**src/rtl/tvcs_pkg.sv**
```systemverilog
`timescale 1ns / 1ps
package tvcs_pkg;

  // Default depth of the filling-duration table
  localparam int FILL_DEPTH_DEF = 8;

  // Register reset values
  localparam logic [9:0] MAX_RUNS_RST   = 10'd599;
  localparam logic [3:0] FILL_COUNT_RST = 4'd1;

  // Result item width: rv_detection, cv_open, valve_changed, run_number, finished
  localparam int RES_W = 15;

  // Configuration register indexes
  localparam logic [2:0] REG_FIRST_CLEAN = 3'd0;
  localparam logic [2:0] REG_DAQ_CLEAN   = 3'd1;
  localparam logic [2:0] REG_PREPARE     = 3'd2;
  localparam logic [2:0] REG_STORAGE     = 3'd3;
  localparam logic [2:0] REG_MAX_RUNS    = 3'd4;
  localparam logic [2:0] REG_FILL_COUNT  = 3'd5;

  // Command codes carried on the input tuser
  typedef enum logic [1:0] {
    CMD_TICK  = 2'd0,
    CMD_START = 2'd1,
    CMD_WRITE = 2'd2
  } cmd_t;

  // Sequencer phases
  typedef enum logic [2:0] {
    PH_IDLE  = 3'd0,
    PH_CLEAN = 3'd1,
    PH_FILL  = 3'd2,
    PH_PREP  = 3'd3,
    PH_STORE = 3'd4,
    PH_DONE  = 3'd5
  } phase_t;

  // Configuration register set
  typedef struct packed {
    logic [31:0] first_clean_ticks;
    logic [31:0] daq_clean_ticks;
    logic [31:0] prepare_ticks;
    logic [31:0] storage_ticks;
    logic [9:0]  max_runs;
    logic [3:0]  fill_count;
  } cfg_t;

endpackage

```
**src/rtl/tvcs_ram.sv**
```systemverilog
`timescale 1ns / 1ps
module tvcs_ram #(
  parameter int WIDTH = 32,
  parameter int DEPTH = 8,
  localparam int AW = (DEPTH > 1) ? $clog2(DEPTH) : 1
) (
  input  logic             clk,
  input  logic             wr_en,
  input  logic [AW-1:0]    wr_addr,
  input  logic [WIDTH-1:0] wr_data,
  input  logic [AW-1:0]    rd_addr,
  output logic [WIDTH-1:0] rd_data
);

  logic [WIDTH-1:0] mem_r [DEPTH];
  logic [WIDTH-1:0] rd_data_r;

  // Write one entry, read one entry with registered data
  always_ff @(posedge clk) begin
    if (wr_en) begin
      mem_r[wr_addr] <= wr_data;
    end
    rd_data_r <= mem_r[rd_addr];
  end

  assign rd_data = rd_data_r;

endmodule

```
**src/rtl/tvcs_fill_table.sv**
```systemverilog
`timescale 1ns / 1ps
module tvcs_fill_table #(
  parameter int FILL_DEPTH = tvcs_pkg::FILL_DEPTH_DEF,
  localparam int PW = (FILL_DEPTH > 1) ? $clog2(FILL_DEPTH) : 1
) (
  input  logic          clk,
  input  logic          rst_n,
  input  logic          wr_en,
  input  logic [PW-1:0] wr_addr,
  input  logic [31:0]   wr_data,
  input  logic [PW-1:0] rd_addr,   // position for the next cycle
  output logic [31:0]   rd_data    // duration at the current position
);

  logic [FILL_DEPTH-1:0] valid_r, valid_nxt;
  logic [PW-1:0]         rd_addr_r;
  logic                  byp_r;
  logic [31:0]           byp_data_r;
  logic [31:0]           ram_q;

  tvcs_ram #(
    .WIDTH (32),
    .DEPTH (FILL_DEPTH)
  ) u_ram (
    .clk     (clk),
    .wr_en   (wr_en),
    .wr_addr (wr_addr),
    .wr_data (wr_data),
    .rd_addr (rd_addr),
    .rd_data (ram_q)
  );

  // Mark written entries; unwritten ones read as zero
  always_comb begin
    valid_nxt = valid_r;
    if (wr_en) begin
      valid_nxt[wr_addr] = 1'b1;
    end
  end

  always_ff @(posedge clk) begin
    if (!rst_n) begin
      valid_r <= '0;
      byp_r   <= 1'b0;
    end else begin
      valid_r <= valid_nxt;
      byp_r   <= wr_en && (wr_addr == rd_addr);
    end
    rd_addr_r  <= rd_addr;
    byp_data_r <= wr_data;
  end

  // Forward a write that lands on the entry being read
  assign rd_data = byp_r              ? byp_data_r :
                   valid_r[rd_addr_r] ? ram_q      : 32'd0;

endmodule

```
**src/rtl/tvcs_cfg.sv**
```systemverilog
`timescale 1ns / 1ps
module tvcs_cfg (
  input  logic          clk,
  input  logic          rst_n,
  input  logic          wr_en,
  input  logic [2:0]    wr_index,
  input  logic [31:0]   wr_data,
  output tvcs_pkg::cfg_t cfg
);
  import tvcs_pkg::*;

  cfg_t cfg_r, cfg_nxt;

  // Decode the register write
  always_comb begin
    cfg_nxt = cfg_r;
    if (wr_en) begin
      unique case (wr_index)
        REG_FIRST_CLEAN: cfg_nxt.first_clean_ticks = wr_data;
        REG_DAQ_CLEAN:   cfg_nxt.daq_clean_ticks   = wr_data;
        REG_PREPARE:     cfg_nxt.prepare_ticks     = wr_data;
        REG_STORAGE:     cfg_nxt.storage_ticks     = wr_data;
        REG_MAX_RUNS:    cfg_nxt.max_runs          = wr_data[9:0];
        REG_FILL_COUNT:  cfg_nxt.fill_count        = wr_data[3:0];
        default: ;
      endcase
    end
  end

  always_ff @(posedge clk) begin
    if (!rst_n) begin
      cfg_r.first_clean_ticks <= '0;
      cfg_r.daq_clean_ticks   <= '0;
      cfg_r.prepare_ticks     <= '0;
      cfg_r.storage_ticks     <= '0;
      cfg_r.max_runs          <= MAX_RUNS_RST;
      cfg_r.fill_count        <= FILL_COUNT_RST;
    end else begin
      cfg_r <= cfg_nxt;
    end
  end

  assign cfg = cfg_r;

endmodule

```
**src/rtl/tvcs_out_skid.sv**
```systemverilog
`timescale 1ns / 1ps
module tvcs_out_skid (
  input  logic                       clk,
  input  logic                       rst_n,
  input  logic                       push,
  input  logic [tvcs_pkg::RES_W-1:0] push_data,
  output logic                       push_ready,
  output logic                       out_valid,
  input  logic                       out_ready,
  output logic [tvcs_pkg::RES_W-1:0] out_data
);
  import tvcs_pkg::*;

  logic             out_valid_r, out_valid_nxt;
  logic             skid_valid_r, skid_valid_nxt;
  logic [RES_W-1:0] out_data_r, out_data_nxt;
  logic [RES_W-1:0] skid_data_r, skid_data_nxt;
  logic             pop;

  assign pop = out_valid_r && out_ready;

  // Refill the output stage from the skid stage or take the new item
  always_comb begin
    out_valid_nxt  = out_valid_r;
    skid_valid_nxt = skid_valid_r;
    out_data_nxt   = out_data_r;
    skid_data_nxt  = skid_data_r;
    if (skid_valid_r) begin
      if (pop) begin
        out_data_nxt   = skid_data_r;
        skid_valid_nxt = 1'b0;
      end
    end else if (push) begin
      if (!out_valid_r || pop) begin
        out_data_nxt  = push_data;
        out_valid_nxt = 1'b1;
      end else begin
        skid_data_nxt  = push_data;
        skid_valid_nxt = 1'b1;
      end
    end else if (pop) begin
      out_valid_nxt = 1'b0;
    end
  end

  always_ff @(posedge clk) begin
    if (!rst_n) begin
      out_valid_r  <= 1'b0;
      skid_valid_r <= 1'b0;
    end else begin
      out_valid_r  <= out_valid_nxt;
      skid_valid_r <= skid_valid_nxt;
    end
    out_data_r  <= out_data_nxt;
    skid_data_r <= skid_data_nxt;
  end

  assign push_ready = !skid_valid_r;
  assign out_valid  = out_valid_r;
  assign out_data   = out_data_r;

endmodule

```
**src/rtl/timed_valve_cycle_sequencer.sv**
```systemverilog
`timescale 1ns / 1ps
// Each accepted command pushes one result item into the registered output stage.
// Throughput: one command per cycle while in_tready is high; the phase update is a
// single compare of the elapsed-tick counter against the current phase duration.
// A two-entry output stage keeps in_tready high while one result waits.
// Reset (synchronous, rst_n low): phase idle, counters zero, valves filling/closed,
// registers to defaults, table entries read as zero until written.
module timed_valve_cycle_sequencer #(
  parameter int FILL_DEPTH = tvcs_pkg::FILL_DEPTH_DEF
) (
  input  logic        clk,
  input  logic        rst_n,
  // input commands
  input  logic        in_tvalid,
  output logic        in_tready,
  input  logic [39:0] in_tdata,   // fill_index[2:0], fill_ticks[34:3], zero pad
  input  logic [1:0]  in_tuser,   // command[1:0]
  // result items
  output logic        out_tvalid,
  input  logic        out_tready,
  output logic [15:0] out_tdata,  // rv_detection[0], cv_open[1], valve_changed[2],
                                  // run_number[13:3], finished[14], zero pad
  // configuration writes
  input  logic        cfg_valid,
  output logic        cfg_ready,
  input  logic [2:0]  cfg_index,
  input  logic [31:0] cfg_data
);
  import tvcs_pkg::*;

  localparam int PW = (FILL_DEPTH > 1) ? $clog2(FILL_DEPTH) : 1;
  localparam int CW = ($clog2(FILL_DEPTH + 1) > 4) ? $clog2(FILL_DEPTH + 1) : 4;

  cfg_t        cfg;
  logic        accept;
  cmd_t        cmd;
  logic [2:0]  fill_index;
  logic [31:0] fill_ticks;

  phase_t      phase_r, phase_nxt;
  logic [31:0] elapsed_r, elapsed_nxt;
  logic [10:0] runs_r, runs_nxt;
  logic [PW-1:0] pos_r, pos_nxt;
  logic [1:0]  valve_r, valve_nxt;
  logic        changed;

  logic        tbl_wr_en;
  logic [PW-1:0] tbl_rd_addr;
  logic [31:0] fill_dur;
  logic [31:0] store_limit;
  logic [31:0] limit;
  logic [31:0] el_inc;
  logic [CW-1:0] cnt_use;
  logic [CW-1:0] pos_inc;
  logic [RES_W-1:0] res;

  assign cmd        = cmd_t'(in_tuser);
  assign fill_index = in_tdata[2:0];
  assign fill_ticks = in_tdata[34:3];
  assign accept     = in_tvalid && in_tready;
  assign cfg_ready  = 1'b1;

  tvcs_cfg u_cfg (
    .clk      (clk),
    .rst_n    (rst_n),
    .wr_en    (cfg_valid),
    .wr_index (cfg_index),
    .wr_data  (cfg_data),
    .cfg      (cfg)
  );

  // Table writes beyond the depth are dropped
  assign tbl_wr_en   = accept && (cmd == CMD_WRITE) && (32'(fill_index) < 32'(FILL_DEPTH));
  assign tbl_rd_addr = rst_n ? pos_nxt : '0;

  tvcs_fill_table #(
    .FILL_DEPTH (FILL_DEPTH)
  ) u_fill_table (
    .clk     (clk),
    .rst_n   (rst_n),
    .wr_en   (tbl_wr_en),
    .wr_addr (PW'(fill_index)),
    .wr_data (fill_ticks),
    .rd_addr (tbl_rd_addr),
    .rd_data (fill_dur)
  );

  // Duration of the current phase
  assign store_limit = (cfg.storage_ticks > cfg.prepare_ticks) ?
                       (cfg.storage_ticks - cfg.prepare_ticks) : 32'd0;

  always_comb begin
    unique case (phase_r)
      PH_CLEAN: limit = (runs_r == 11'd0) ? cfg.first_clean_ticks : cfg.daq_clean_ticks;
      PH_FILL:  limit = fill_dur;
      PH_PREP:  limit = cfg.prepare_ticks;
      default:  limit = store_limit;
    endcase
  end

  // Entries in use, clamped to one and to the table depth
  always_comb begin
    if (cfg.fill_count == 4'd0) begin
      cnt_use = CW'(1);
    end else if (CW'(cfg.fill_count) > CW'(FILL_DEPTH)) begin
      cnt_use = CW'(FILL_DEPTH);
    end else begin
      cnt_use = CW'(cfg.fill_count);
    end
  end

  assign pos_inc = CW'(pos_r) + CW'(1);
  assign el_inc  = (elapsed_r == 32'hFFFF_FFFF) ? elapsed_r : elapsed_r + 32'd1;

  // Advance the sequence on each accepted command
  always_comb begin
    phase_nxt   = phase_r;
    elapsed_nxt = elapsed_r;
    runs_nxt    = runs_r;
    pos_nxt     = pos_r;
    valve_nxt   = valve_r;
    changed     = 1'b0;
    if (accept) begin
      unique case (cmd)
        CMD_START: begin
          phase_nxt   = PH_CLEAN;
          elapsed_nxt = '0;
          runs_nxt    = '0;
          pos_nxt     = '0;
          valve_nxt   = 2'b11;
          changed     = 1'b1;
        end
        CMD_TICK: begin
          if (phase_r == PH_CLEAN || phase_r == PH_FILL ||
              phase_r == PH_PREP  || phase_r == PH_STORE) begin
            elapsed_nxt = el_inc;
            if (el_inc >= limit) begin
              elapsed_nxt = '0;
              changed     = 1'b1;
              unique case (phase_r)
                PH_CLEAN: begin
                  runs_nxt = runs_r + 11'd1;
                  if (runs_nxt > {1'b0, cfg.max_runs}) begin
                    valve_nxt = 2'b00;
                    phase_nxt = PH_DONE;
                  end else begin
                    valve_nxt = 2'b01;
                    phase_nxt = PH_FILL;
                  end
                end
                PH_FILL: begin
                  valve_nxt = 2'b00;
                  phase_nxt = PH_PREP;
                end
                PH_PREP: begin
                  valve_nxt = 2'b10;
                  phase_nxt = PH_STORE;
                end
                default: begin
                  valve_nxt = 2'b11;
                  phase_nxt = PH_CLEAN;
                  pos_nxt   = (pos_inc >= cnt_use) ? '0 : PW'(pos_inc);
                end
              endcase
            end
          end
        end
        default: ;
      endcase
    end
  end

  always_ff @(posedge clk) begin
    if (!rst_n) begin
      phase_r   <= PH_IDLE;
      elapsed_r <= '0;
      runs_r    <= '0;
      pos_r     <= '0;
      valve_r   <= 2'b00;
    end else begin
      phase_r   <= phase_nxt;
      elapsed_r <= elapsed_nxt;
      runs_r    <= runs_nxt;
      pos_r     <= pos_nxt;
      valve_r   <= valve_nxt;
    end
  end

  // Pack the result item from the updated state
  assign res = {(phase_nxt == PH_DONE), runs_nxt, changed, valve_nxt[0], valve_nxt[1]};

  tvcs_out_skid u_out_skid (
    .clk        (clk),
    .rst_n      (rst_n),
    .push       (accept),
    .push_data  (res),
    .push_ready (in_tready),
    .out_valid  (out_tvalid),
    .out_ready  (out_tready),
    .out_data   (out_tdata[RES_W-1:0])
  );

  assign out_tdata[15:RES_W] = '0;

endmodule

```
**config.mk**
```make
export PLATFORM = sky130hd
export DESIGN_NAME = timed_valve_cycle_sequencer
export DESIGN_NICKNAME = d
export VERILOG_FILES = /design/src/rtl/tvcs_pkg.sv /design/src/rtl/tvcs_ram.sv /design/src/rtl/tvcs_fill_table.sv /design/src/rtl/tvcs_cfg.sv /design/src/rtl/tvcs_out_skid.sv /design/src/rtl/timed_valve_cycle_sequencer.sv
export SDC_FILE = /design/constraint.sdc
export NUM_CORES = 1
export LEC_CHECK = 0
export BUFFER_PORTS_ARGS = -buffer_cell sky130_fd_sc_hd__buf_2
export CORE_ASPECT_RATIO = 0.6
export CORE_MARGIN = 2
export CORE_UTILIZATION = 35
export DETAILED_ROUTE_END_ITERATION = 6
export GPL_ROUTABILITY_DRIVEN = 0
export HOLD_SLACK_MARGIN = 0.06
export SLEW_MARGIN = 10
export SYNTH_ARGS = -nofsm -noshare
export SYNTH_HDL_FRONTEND = slang
export SYNTH_SLANG_ARGS = --single-unit
```
**constraint.sdc**
```tcl
create_clock -name clk -period 6 [get_ports clk]
set_clock_uncertainty 0.2 [all_clocks]
set_input_delay 0.3 -clock clk [delete_from_list [all_inputs] [get_ports clk]]
set_output_delay 0.3 -clock clk [all_outputs]
set_load 0.005 [all_outputs]
```
After elaboration in Yosys (flattened, before gate mapping):

Memory sizes are Yosys's and may differ from the RTL's. A register that Yosys moved wholly into a read port is not among the register bits.
Index checks and enable logic that the tools add are counted.

* add/subtract/negate cells: 4
* multipliers: 0
* divide/modulo/power cells: 0
* order comparisons: 8
* eq/ne operators: 17
* shifts and indexed selects: 0
* mux-type cells: 55
* bitwise operators: 3
* reduce and logical (&&, ||, !) cells: 30

Operators with widths (count)
* $mux W32: 7
* $pmux W32 S3: 1
* $pmux W32 S2: 1
* $mux W15: 4
* $mux W11: 4
* $add A32 B1 Y32 const B: 1
* $eq A32 B32 Y1 const B: 1
* $ge A32 B32 Y1: 1
* $gt A32 B32 Y1: 1
* $sub A32 B32 Y32: 1
* $mux W3: 10
* $pmux W11 S2: 1
* $mux W1: 14
* $eq A3 B2 Y1 const B: 4
* $eq A3 B3 Y1 const B: 4
* $pmux W3 S2: 2
* $reduce_and A2 Y1: 6
* $reduce_and A3 Y1: 4
* $add A11 B1 Y11 const B: 1
* $gt A11 B10 Y1: 1
* $logic_not A11 Y1: 1
* $pmux W3 S3: 1
* $lt A3 B4 Y1 const B: 2
* $mux W4: 2
* other kinds (26): 42

* register bits: 266
* bits in latches: 0
* memory bits (writable): 256
* ROM bits: 0
* input bits: 82
* output and inout port bits: 19
* logic and storage cells: 136
* memories: 1

Memories
* u_fill_table.u_ram.mem_r: words 8, width 32, rd ports 1, clocked after memory_dff 1, wr ports 1, RTL line tvcs_ram.sv:15 `logic [WIDTH-1:0] mem_r [DEPTH];`

Longest topological paths before layout:

* word-level depth: 14
* depth in mapped cells: 27
* gate-level depth less buffers: 23

Cells and area by module:

A second synthesis with hierarchy kept.

* cells, all modules: 2145
* area, all modules: 26085.0 sq um

Modules (own cells, without submodules)
* tvcs_ram: times used 1, cells each 415, area each 10466.3 sq um
* timed_valve_cycle_sequencer: times used 1, cells each 1040, area each 7602.3 sq um
* tvcs_cfg: times used 1, cells each 506, area each 5250.0 sq um
* tvcs_fill_table: times used 1, cells each 123, area each 1564.0 sq um
* tvcs_out_skid: times used 1, cells each 61, area each 1202.4 sq um

Least setup slack after synthesis:

Ideal clock, no wire load.

* path kind: flip-flop to flip-flop
* from: register u_cfg.cfg_r (netlist bit u_cfg.cfg[14])
* to: register u_fill_table.u_ram.rd_data_r[24], in the netlist u_fill_table.u_ram.rd_data[24] (read register of u_fill_table.u_ram.mem_r)
* setup time: 128 ps
* arrival: 5381 ps
* data required time: 5672 ps
* slack: 291 ps
* cell stages (with the launch flop): 27
* buffers on the path: 3
* clock period less this slack: 5709 ps
* cell sequence: dfxtp_1 > inv_1 > ha_1 > inv_1 > fa_1 > a211oi_1 > nor3_1 > nor2_1 > o221ai_2 > a2111oi_4 > a211oi_1 > o311ai_4 > buf_2 > nor2_1 > o22ai_1 > ha_1 > a21o_1 > a211oi_1 > o211ai_1 > o21ai_2 > a31oi_2 > o2111a_1 > or2_1 > buf_6 > buf_6 > o32ai_1 > mux2i_1

* word-level cells in the longest chain between the ends: 9
* elaborated cells on any way between the ends: 10

Ends and longest elaborated chain
* start: declaration: RTL line tvcs_cfg.sv:12 `cfg_t cfg_r, cfg_nxt;`
* start signal: assignment: RTL line tvcs_cfg.sv:39 `cfg_r <= cfg_nxt;`
* $sub A32 B32 Y32 / $gt A32 B32 Y1 (equally long branches): RTL line timed_valve_cycle_sequencer.sv:90, timed_valve_cycle_sequencer.sv:89
* $mux W32 (*): RTL line timed_valve_cycle_sequencer.sv:89 `assign store_limit = (cfg.storage_ticks > cfg.prepare_ticks) ?`
* $pmux W32 S3 (*): RTL line timed_valve_cycle_sequencer.sv:93 `unique case (phase_r)`
* $ge A32 B32 Y1 (*): RTL line timed_valve_cycle_sequencer.sv:137 `if (el_inc >= limit) begin`
* $mux W3 (*): RTL line timed_valve_cycle_sequencer.sv:137
* $mux W3 (*): RTL line timed_valve_cycle_sequencer.sv:134 `if (phase_r == PH_CLEAN || phase_r == PH_FILL ||`
* $pmux W3 S2 (*): RTL line timed_valve_cycle_sequencer.sv:124 `unique case (cmd)`
* $mux W3 (*): RTL line timed_valve_cycle_sequencer.sv:123 `if (accept) begin`
* $mux W3 (*)
* end: declaration: RTL line tvcs_ram.sv:16 `logic [WIDTH-1:0] rd_data_r;`

Every way passes the cells marked *; elsewhere a longest branch is shown, timed or not.
A chain may end at the register's enable or synchronous reset.

Worst setup path in the final report:

* from: register u_cfg.cfg_r (netlist bit u_cfg.cfg[14])
* to: register u_fill_table.u_ram.rd_data_r[19], in the netlist u_fill_table.u_ram.rd_data[19] (read register of u_fill_table.u_ram.mem_r)

The elaborated chain is that of the path after synthesis.

==> qor.csv <==
metric,value,unit
Synth Area in Compound Gates,0.1966,
share of layout cells above drive strength 1,0.2107,
clock root cell,clkbuf_16,
Setup crit start kind,flop,
Core ar.,0.07409,mm^2
leak pwr,11.97,nW
"Worst Setup Slack, final",-0.1367,ns
I/O Pins,101,
Worst-Skew Late Latency,0.65,ns
first-pass GRT wire length,125200,um
Yosys top cell by area,edfxtp_1,
top post-synthesis cells by count,"nand2_1, edfxtp_1, dfxtp_1",
die width,358.2,um
Worst Path Buf+Inv,9,
GRT overflow,0,
CP top delay family,compound AO/OA/AOI/OAI gates,
Clk network pwr share,0.425,
Sequential Power Share,0.461,
detailed placer's ending HPWL,54000,um
Area after DPL,0.02905,mm^2
PD cells,265.7,mW/mm^2
clock buffer depth,3,
Clock Sinks,554,
max_cap viols,0,
DRT antenna net count,0,
Synth Instances,2596,
fmax,163.0,MHz
"FFs w/ async S/R, synth",0,
highest cell delay on the worst timing path,0.59,ns
fin nets,3043,
post-synth top area share,0.3260,
# DRC,0,
row cnt,77,
violated checks,negative setup slack,
stages on the worst setup path,30,
most common cell in the synthesized netlist,nand2_1,
Pint,0.006666,W
PortBufs,93,
Critical Path Fanout Max,10,
adder-cell share of the synthesized area,0.03971,
final setup vio count,37,
"FF+latch count, synth",554,
final hold vios,0,
"Clk pin slew, worst setup/hold paths",0.06,ns
XOR/XNOR Fraction of Synth Area,0.02095,
worst path required time,6.36,ns
initial antenna violation count,1,
maximum VDD drop,0.0002174,V
chip height,216.5,um
DRT iter0 DRCs,2251,
vias per inst,5.610,
H-tree depth,2,
Avg Inst Size Synth,10.15,um^2
CTS tree,yes,
number of synthesized flops with an enable pin,286,
wire per inst,21.80,um
final instance area,0.03317,mm^2
fill cell count,6790,
hold-critical path depth,2,
Initial Utilization,0.3556,
CP Capture Type,flop,
Tcrit/Tclk final,1.023,
sequential-to-total area share from yosys stat,0.5297,
P_sw,0.002148,W
largest family of logic cells by synthesized area,compound AO/OA/AOI/OAI gates,
post-synthesis mux area share,0.03553,
Tightest Pin Transition,1.166,ns
CP max-delay cell,or4_4,
largest cells by area after synthesis,"edfxtp_1, dfxtp_1, nand2_1",
Hold/Removal Path Class,in2reg,
Main synth FF type,edfxtp_1,
mapped cell area,0.02634,mm^2
via count,21947,
Final Slew Violations,0,
die area,0.07755,mm^2
Tmin final,6.137,ns
Syn Nets,2761,
Gate power share,0.114,
Post-Synth Simple-Gate Area,0.1380,
CTS buffer count,54,
RSZ-0062 raised after global routing,yes,
Ys Warns,0,
DR pass1 iterations,5,
Synth cell types,80,
data arrival time of the worst path,6.49,ns
type of the worst setup path,reg2reg,
Setup WS pre-CTS,-0.4666,ns
Total GRT Usage,0.2078,
largest net degree at the start of global routing,78,
Setup TNS,-2.799,ns
worst r2r path cells,30,
hold_ws,0.1307,ns
Layout area overhead,25.90,%
switch share,0.2437,
Max-slew headroom,0.2225,
status,"complete, but fails checks",
total wire length,85270,um
vias in the first global route,20997,
[cell families (layout without fill, tap and decap cells)]
group	Yosys count	after routing
AND/OR/NAND/NOR	810	810
AO/OA/AOI/OAI	752	752
flip-flops	554	554
buffers and inverters	243	571
multiplexers	89	89
adder cells (fa/ha/maj)	83	83
XOR/XNOR	63	63
other	2	3
[final cells by class]
cell class / count / area [um^2] / share of cell area
clock buffer: 67 / 1441 / 0.04346
sequential: 554 / 13960 / 0.4208
antenna: 1 / 2.502 / 0.00007545
multi-input combinational: 1799 / 12240 / 0.3691
timing repair buffer: 407 / 3573 / 0.1077
clock inverter: 35 / 480.5 / 0.01449
inverter: 62 / 235.2 / 0.007092
tap: 987 / 1235 / 0.03723
[power by group through the flow]
stage	clock (W)	sequential, W	combinational, W
detailed placement	0	0.00415	0.000828
floorplan	0	0.00414	0.000455
global route	0.00395	0.00407	0.00107
CTS	0.00379	0.00406	0.000920
global placement	0	0.00414	0.000810
finish	0.00374	0.00406	0.00101
[metrics by stage]
stage,util,total power (W),cells
6_report,0.4477,0.008814,3912
4_1_cts,0.4335,0.008773,3882
3_3_place_gp,0.3921,0.004954,3695
5_1_grt,0.4477,0.009088,3911
3_5_place_dp,0.3921,0.004974,3695
2_1_floorplan,-,0.004595,2596
[path summary, 6_finish.rpt]
kind / start / slack (ns) / end
hold reg to reg: u_cfg.cfg[114]$_SDFFE_PN0P_ / 0.25 / u_cfg.cfg[114]$_SDFFE_PN0P_
hold / removal: in_tuser[0] / 0.13 / u_out_skid.skid_data_r[4]$_DFFE_PP_
setup / recovery: u_cfg.cfg[14]$_SDFFE_PN0P_ / -0.14 / u_fill_table.u_ram.rd_data[19]$_DFF_P_
setup reg to reg: u_cfg.cfg[14]$_SDFFE_PN0P_ / -0.14 / u_fill_table.u_ram.rd_data[19]$_DFF_P_
[state kept, by name, indices dropped and copies added, names as in the netlist, 11 cells and up]
register	flops
u_fill_table.byp_data_r	32
runs_r	11
u_cfg.cfg	142
u_fill_table.u_ram.mem_r	256
elapsed_r	32
u_fill_table.u_ram.rd_data	32
u_out_skid.out_data	15
u_out_skid.skid_data_r	15
[repair_timing]
action,in CTS,in global routing
hold buffers,73,0
setup endpoints to repair,75,102
hold endpoints to repair,469,0
pin swaps,13,106
buffers inserted,8,17
resized for setup,51,166
gates cloned,4,13
[routing by layer]
| layer | track usage | part of all wire | wire, um |
|---|---|---|---|
| met1 | 0.3186 | 0.48 | 40510 |
| met4 | 0.04742 | 0.017 | 1463 |
| met2 | 0.3023 | 0.42 | 36140 |
| met5 | 0 | 0 | 0 |
| met3 | 0.03469 | 0.084 | 7151 |
[cell usage in the layout (no fill, tap or decap), drive strengths merged, types with 6 or more instances in the layout]
master       count
a22oi           33
o21bai           6
a21boi         129
dfxtp          268
o221ai          20
and3            76
nor3b           11
and2            18
inv             65
o22ai           74
o211ai          12
dlygate4sd3     73
o21ai           58
xor2            23
clkbuf          76
nand2          442
ha              82
a211oi          27
nor3            38
edfxtp         286
a21o            32
a21oi          241
nor2           119
mux2            16
mux2i           71
nand4           19
bufinv          11
nand3           39
buf            325
a31oi            7
nor2b            8
nor4             7
xnor2           40
nand2b          11
clkinv          20
o32ai           66
o21a            14
No activity file was read; power rests on OpenSTA's default activity.
